## src/design/psg_pkg.sv

```systemverilog
// psg_pkg: shared types, constants and the attenuation lookup for the PSG tone generator.
// No dependencies.
`timescale 1ns / 1ps

package psg_pkg;

  localparam int NUM_CH = 3;
  localparam int PER_W = 10;
  localparam int LVL_W = 7;

  typedef logic [PER_W-1:0] period_t;
  typedef logic [LVL_W-1:0] level_t;

  // One byte-port write, as handed from the input register to the register file.
  typedef struct packed {
    logic       en;
    logic [7:0] data;
  } psg_wr_t;

  // Index of the noise control register: even, but not a tone period.
  localparam logic [2:0] IDX_NOISE = 3'd6;

  // 4-bit attenuation code to linear amplitude.
  function automatic level_t atten_lookup(input logic [3:0] code);
    level_t lvl;
    case (code)
      4'd0:    lvl = 7'd64;
      4'd1:    lvl = 7'd50;
      4'd2:    lvl = 7'd39;
      4'd3:    lvl = 7'd31;
      4'd4:    lvl = 7'd24;
      4'd5:    lvl = 7'd19;
      4'd6:    lvl = 7'd15;
      4'd7:    lvl = 7'd12;
      4'd8:    lvl = 7'd9;
      4'd9:    lvl = 7'd7;
      4'd10:   lvl = 7'd5;
      4'd11:   lvl = 7'd4;
      4'd12:   lvl = 7'd3;
      4'd13:   lvl = 7'd2;
      4'd14:   lvl = 7'd1;
      default: lvl = 7'd0;
    endcase
    return lvl;
  endfunction

endpackage

```

## src/design/psg_regs.sv

```systemverilog
// psg_regs: latch/data byte decoder, tone period registers and volume levels.
// Depends on psg_pkg.
`timescale 1ns / 1ps

module psg_regs (
  input  logic             clk,
  input  logic             rst_n,
  input  psg_pkg::psg_wr_t wr,
  output psg_pkg::period_t period [psg_pkg::NUM_CH],
  output psg_pkg::level_t  volume [psg_pkg::NUM_CH]
);
  import psg_pkg::*;

  logic [2:0] idx_r, idx_nxt;
  period_t    period_r [NUM_CH];
  level_t     volume_r [NUM_CH];
  logic       is_latch;

  assign is_latch = wr.data[7];
  // A latch byte retargets the index before the write lands.
  assign idx_nxt  = is_latch ? wr.data[6:4] : idx_r;

  always_ff @(posedge clk) begin
    if (!rst_n) begin
      idx_r <= '0;
      for (int c = 0; c < NUM_CH; c++) begin
        period_r[c] <= '0;
        volume_r[c] <= '0;
      end
    end else if (wr.en) begin
      idx_r <= idx_nxt;
      for (int c = 0; c < NUM_CH; c++) begin
        if (idx_nxt == 3'(2 * c)) begin
          if (is_latch) begin
            period_r[c][3:0] <= wr.data[3:0];
          end else begin
            period_r[c][9:4] <= wr.data[5:0];
          end
        end
        if (idx_nxt == 3'(2 * c + 1)) begin
          volume_r[c] <= atten_lookup(wr.data[3:0]);
        end
      end
    end
  end

  assign period = period_r;
  assign volume = volume_r;

endmodule

```

## src/design/psg_tone_ch.sv

```systemverilog
// psg_tone_ch: one square-wave tone channel (down counter, phase, held level).
// Depends on psg_pkg.
`timescale 1ns / 1ps

module psg_tone_ch (
  input  logic             clk,
  input  logic             rst_n,
  input  logic             step,
  input  psg_pkg::period_t period,
  input  psg_pkg::level_t  volume,
  output psg_pkg::level_t  level
);
  import psg_pkg::*;

  period_t cnt_r;
  logic    phase_r, phase_nxt;
  level_t  held_r;
  logic    at_end;

  assign at_end = (cnt_r <= PER_W'(1));
  // Zero period parks the output low.
  assign phase_nxt = (period == '0) ? 1'b0 : ~phase_r;

  always_ff @(posedge clk) begin
    if (!rst_n) begin
      cnt_r   <= '0;
      phase_r <= 1'b0;
      held_r  <= '0;
    end else if (step) begin
      if (at_end) begin
        cnt_r   <= period;
        phase_r <= phase_nxt;
        held_r  <= phase_nxt ? volume : '0;
      end else begin
        cnt_r <= cnt_r - PER_W'(1);
      end
    end
  end

  assign level = held_r;

endmodule

```

## src/design/psg_tone_generator.sv

```systemverilog
// psg_tone_generator: top level of the three-channel PSG tone generator.
// Depends on psg_pkg, psg_regs and psg_tone_ch.
`timescale 1ns / 1ps

// Usage
//   Input channel (in_valid / in_stall): each word is either a byte write to the
//   chip's latch/data port (in_action = 0, byte on in_data) or a master clock
//   tick (in_action = 1, in_data ignored).
//   Output channel (out_valid / out_stall): exactly one word per input word, in
//   order: the held amplitude of each tone channel after that word took effect,
//   and out_stepped = 1 when the word wrapped the prescaler from 15 to 0.
//   Pipeline: two register stages (input register, then state and result
//   registers). Throughput: one word per cycle while out_stall is low.
//   The rate is set by the single state update per cycle: the register file,
//   prescaler and the three channel counters all update in the same cycle the
//   result register loads.
//   Stall: while out_stall holds a valid result, the state freezes; the input
//   register still takes one word, then keeps it and raises in_stall; nothing
//   is dropped.
//   Reset (rst_n low, synchronous): periods, volumes, counters, phases, levels,
//   prescaler and latched index clear; both pipeline stages empty.
module psg_tone_generator (
  input  logic                   clk,
  input  logic                   rst_n,
  input  logic                   in_valid,
  output logic                   in_stall,
  input  logic                   in_action,
  input  logic [7:0]             in_data,
  output logic                   out_valid,
  input  logic                   out_stall,
  output logic [6:0]             out_level_ch0,
  output logic [6:0]             out_level_ch1,
  output logic [6:0]             out_level_ch2,
  output logic                   out_stepped
);
  import psg_pkg::*;

  // Input register stage.
  logic       iv_r;
  logic       act_r;
  logic [7:0] data_r;

  // Result stage control.
  logic       ov_r;
  logic       stepped_r, stepped_nxt;
  logic [3:0] presc_r, presc_nxt;

  logic       advance;   // result register may load this cycle
  logic       fire;      // word in input register is processed now
  logic       step;
  psg_wr_t    wr;

  period_t    period [NUM_CH];
  level_t     volume [NUM_CH];
  level_t     level  [NUM_CH];

  assign advance  = ~ov_r | ~out_stall;
  assign fire     = iv_r & advance;
  assign in_stall = iv_r & ~advance;

  always_ff @(posedge clk) begin
    if (!rst_n) begin
      iv_r <= 1'b0;
    end else if (!in_stall) begin
      iv_r <= in_valid;
    end
  end

  always_ff @(posedge clk) begin
    if (!in_stall && in_valid) begin
      act_r  <= in_action;
      data_r <= in_data;
    end
  end

  // Prescaler: a tone step happens when it wraps 15 -> 0.
  assign presc_nxt   = presc_r + 4'd1;
  assign step        = fire & act_r & (presc_nxt == 4'd0);
  assign stepped_nxt = act_r & (presc_nxt == 4'd0);

  always_ff @(posedge clk) begin
    if (!rst_n) begin
      presc_r   <= '0;
      ov_r      <= 1'b0;
      stepped_r <= 1'b0;
    end else if (advance) begin
      ov_r <= iv_r;
      if (iv_r) begin
        stepped_r <= stepped_nxt;
        if (act_r) begin
          presc_r <= presc_nxt;
        end
      end
    end
  end

  assign wr.en   = fire & ~act_r;
  assign wr.data = data_r;

  psg_regs u_regs (
    .clk    (clk),
    .rst_n  (rst_n),
    .wr     (wr),
    .period (period),
    .volume (volume)
  );

  // Held levels only change on a processed word, so they double as the
  // result register's level fields.
  for (genvar c = 0; c < NUM_CH; c++) begin : g_ch
    psg_tone_ch u_ch (
      .clk    (clk),
      .rst_n  (rst_n),
      .step   (step),
      .period (period[c]),
      .volume (volume[c]),
      .level  (level[c])
    );
  end

  assign out_valid     = ov_r;
  assign out_level_ch0 = level[0];
  assign out_level_ch1 = level[1];
  assign out_level_ch2 = level[2];
  assign out_stepped   = stepped_r;

endmodule
```

## config.mk

```make
export PLATFORM = sky130hd
export DESIGN_NAME = psg_tone_generator
export DESIGN_NICKNAME = d
export VERILOG_FILES = /design/src/design/psg_pkg.sv /design/src/design/psg_regs.sv /design/src/design/psg_tone_ch.sv /design/src/design/psg_tone_generator.sv
export SDC_FILE = /design/constraint.sdc
export NUM_CORES = 1
export LEC_CHECK = 0
export ABC_AREA = 1
export BUFFER_PORTS_ARGS = -buffer_cell sky130_fd_sc_hd__buf_2
export CORE_MARGIN = 2
export CORE_UTILIZATION = 55
export CTS_CLUSTER_DIAMETER = 50
export DETAILED_ROUTE_END_ITERATION = 10
export PLACE_DENSITY = 0.81
export SYNTH_ARGS = -nofsm -noshare
export SYNTH_HDL_FRONTEND = slang
export SYNTH_SLANG_ARGS = --single-unit
```

## constraint.sdc

```tcl
create_clock -name clk -period 3.2 [get_ports clk]
set_input_delay 0.8 -clock clk [delete_from_list [all_inputs] [get_ports clk]]
set_output_delay 0.8 -clock clk [all_outputs]
set_load 0.05 [all_outputs]
```

==> results.toml <==
[run_status]
status = "complete, no violations"

[logic_synthesis]
synth_cells = 826
post_synth_xor_area_fraction = 0.0135
avgSynthCellArea_um2 = 7.07
syn_nets = 851
ys_top_cells_by_area = "dfxtp_1 39%, nand2_1 12%, a21oi_1 8.3%, nor2_1 7.4%, o21ai_0 6.1%"
synth_top_family_by_area = "simple AND/OR/NAND/NOR gates"
yosysTopAreaCell = "dfxtp_1"
synth.area.mux_share = 0
ys_seq_elements = 124
synth_top_area_frac = 0.394
synthArstFlopShare = 0
yosys.cell_types.count = 35
ys_seq_area_frac = 0.440
syn_area_um2 = 5840
yosys.area_share.simple = 0.266
synthTopCellsByCount = "187 x nand2_1, 115 x dfxtp_1, 115 x nor2_1"
synth_most_common_cell = "nand2_1"
synthFlopType = "dfxtp_1"
synth_compound_area_frac = 0.167
synth_edf_count = 9
yosysWarningCount = 0
synthAdderAreaFrac = 0.0257

[grt]
track_usage = 0.245
use_met2 = 0.407
grt.busiest_layer = "met2"
grt_pass1_wl_mm = 22.5
grt_pass1_vias = 5005
grtUsageMet3 = 0.0486
use_met1 = 0.312
antenna_found_initial = 0
grt_overflow_total = 0
grt_max_degree = 62

[timing]
fin_crit_sh = 0.696
max_freq_ghz = 0.449
fin_crit_ns = 2.23
rsz0062_at_grt = "false"
tightestPinTransition_ns = 1.01
setup_violations = 0
setup_tns_ns = 0
skew_ns = 0.0106
hold_violations = 0
drv_slew = 0
hold_ws_ns = 0.454
relSlewSlack = 0.329

[worst_setup_path]
r2r-end = "u_regs.volume[16]$_SDFFE_PN0P_"
rrSetupSlack_ns = 0.97
endpoint_kind = "flip-flop"
crit_chain = "clkinv_1, ha_1, or2_2, o21ai_0, o21ai_0, a21oi_1"
reg2regPathDepth = 6
crit_type = "flip-flop to flip-flop"
required_ns = 3.65
worst_path_largest_cell_delay_ns = 0.47
cp_max_fo = 9
worstSetupStartpointType = "flip-flop"
crit_arrival_ns = 2.67
cp_slowest_cell = "edfxtp_1"
worstReg2RegStart = "data_r[0]$_DFFE_PP_"
worst_path_most_repeated_cell = "o21ai_0"

[floorplan]
core_area_um2 = 10300
die_w_um = 107
rows = 37
start_util = 0.566
top_level_ports = 37
dieHeight_um = 107
die_area_um2 = 11500

[clock_network]
post_cts_buffers = 0
path_clk_slew_ns = 0.06
htree_num_levels = 4
cts_buffers = 17
cts_resized = 0
cts_buffer_depth = 2
postCtsHoldBufs = 0
clkLatencyLatePin_ns = 0.52
cts_tree = "built"
cts-root-buf = "clkbuf_8"
numClockSinks = 124

[power_and_ir_drop]
p_per_area_nw_per_um2 = 555
power_frac_seq = 0.433
p_sw_frac = 0.228
p_int_uw = 2860
p_comb_frac = 0.040
p_leak_uw = 0.00283
clockPowerShare = 0.527
ir_drop_mv = 0.449
p_switching_uw = 844

[route]
dr.pass1.iters = 5
route.detailed.drc = 0
routedWlPerCell_um = 13.3
drt_wl_total_mm = 13.4
route.vias.total = 5362
antenna_left = 0
drtIter0Drc = 319
avgViaCountPerCell = 5.34

[place]
dpl.hpwl_mm = 8.67
portBuffers = 36
gp_congestion = 0.875

[final_layout]
multi_input_area_um2 = 2760
drive_above_1_share = 0.110
regArea_um2 = 2570
syn_to_final_growth_pct = 14.3
fillerInstances = 858
finalNetCount = 881
diodes = 0

[hold_path]
hold_class = "input port to flip-flop"
whs_endpoint = "data_r[4]$_DFFE_PP_"
hold_depth = 1
hold_path_startpoint = "in_data[4]"

[run]
maxCapViolCount = 0
-- state kept, by name, indices dropped and copies added, names as in the netlist --
signal and cells:
iv_r 1, u_regs.period 30, act_r 1, g_ch.u_ch.cnt_r 30, u_regs.volume 21, presc_r 4
g_ch.u_ch.level 21, out_stepped 1, g_ch.u_ch.phase_r 3, u_regs.idx_r 3, out_valid 1, data_r 8
-- final cells by class --
type,instances,share of cell area
clock buffers,20,0.0669
clock inverters,12,0.0242
inverters,94,0.0534
well taps,136,0.0255
multi-input cells,579,0.413
flip-flops and latches,124,0.385
repair buffers,40,0.0315
-- power groups by stage --
stage               logic (µW)  registers (µW)  clock network [µW]
global route               165            1610                2030
detailed placement         143            1640                   0
CTS                        146            1600                1960
floorplan                  105            1630                   0
global placement           140            1640                   0
finish                     148            1600                1950
-- cells by family after synthesis --
group | Yosys count
xor+xnor | 9
flops | 124
fa+ha+maj | 12
buf+inv | 123
compound gates | 186
simple gates | 372
-- placed cells by master, fill, tap and decap left out, types with 3 or more instances in the layout --
cell / netlist / layout
nand4_1: 6 / 6
o211ai_1: 7 / 7
clkinv_2: 3 / 4
dfxtp_1: 115 / 115
o21ai_2: 3 / 3
nand3_1: 45 / 45
nor3_1: 3 / 3
o21bai_1: 3 / 3
a21oi_1: 97 / 97
nand2_4: 3 / 3
buf_4: 3 / 4
nand2_1: 187 / 187
clkbuf_16: 0 / 17
bufinv_16: 0 / 3
clkinvlp_4: 0 / 3
nor2_1: 115 / 115
inv_1: 85 / 85
o21ai_0: 71 / 71
or2_2: 4 / 4
ha_1: 12 / 12
buf_2: 9 / 36
clkinv_4: 0 / 3
inv_2: 4 / 4
edfxtp_1: 9 / 9
nor2_2: 4 / 4
xnor2_1: 8 / 8
-- critical path: cells and delay by family, from the launching register on --
family,cells,cell delay [ns]
compound gates,3,0.79
flops,1,0.47
buf+inv,1,0.32
fa+ha+maj,1,0.30
simple gates,1,0.28
-- stage by stage --
stage	power (µW)	util	area (µm²)	instances	setup slack (ns)
after floorplan	1740	-	5840	826	0.808
after global placement	1770	0.588	6070	973	0.685
after detailed placement	1780	0.588	6070	973	0.565
after CTS	3710	0.647	6680	1005	0.972
after global routing	3800	0.647	6680	1005	0.778
final	3710	0.647	6680	1005	0.974
-- worst max path at each step --
| stage | start | cells past startpoint | slack, ns | to |
|---|---|---|---|---|
| global placement | out_stall | 10 | 0.69 | g_ch[0].u_ch.cnt_r[8]$_SDFFE_PN0N_ |
| CTS | presc_r[0]$_SDFFE_PN0P_ | 8 | 0.97 | g_ch[0].u_ch.cnt_r[3]$_SDFFE_PN0N_ |
| global route | presc_r[0]$_SDFFE_PN0P_ | 8 | 0.78 | g_ch[0].u_ch.cnt_r[4]$_SDFFE_PN0N_ |
| floorplan | out_stall | 2 | 0.81 | in_stall |
| finish | data_r[0]$_DFFE_PP_ | 6 | 0.97 | u_regs.volume[16]$_SDFFE_PN0P_ |
| detailed placement | out_stall | 10 | 0.56 | g_ch[0].u_ch.cnt_r[3]$_SDFFE_PN0N_ |
-- metal layers --
metal / part of all wire / vias to the layer above
met1: 0.44 / 2469
met2: 0.48 / 140
met4: 0.022 / 0
met5: 0 / -
met3: 0.051 / 27
li1: - / 2726
Note: power is estimated with default switching activity, not from simulation.
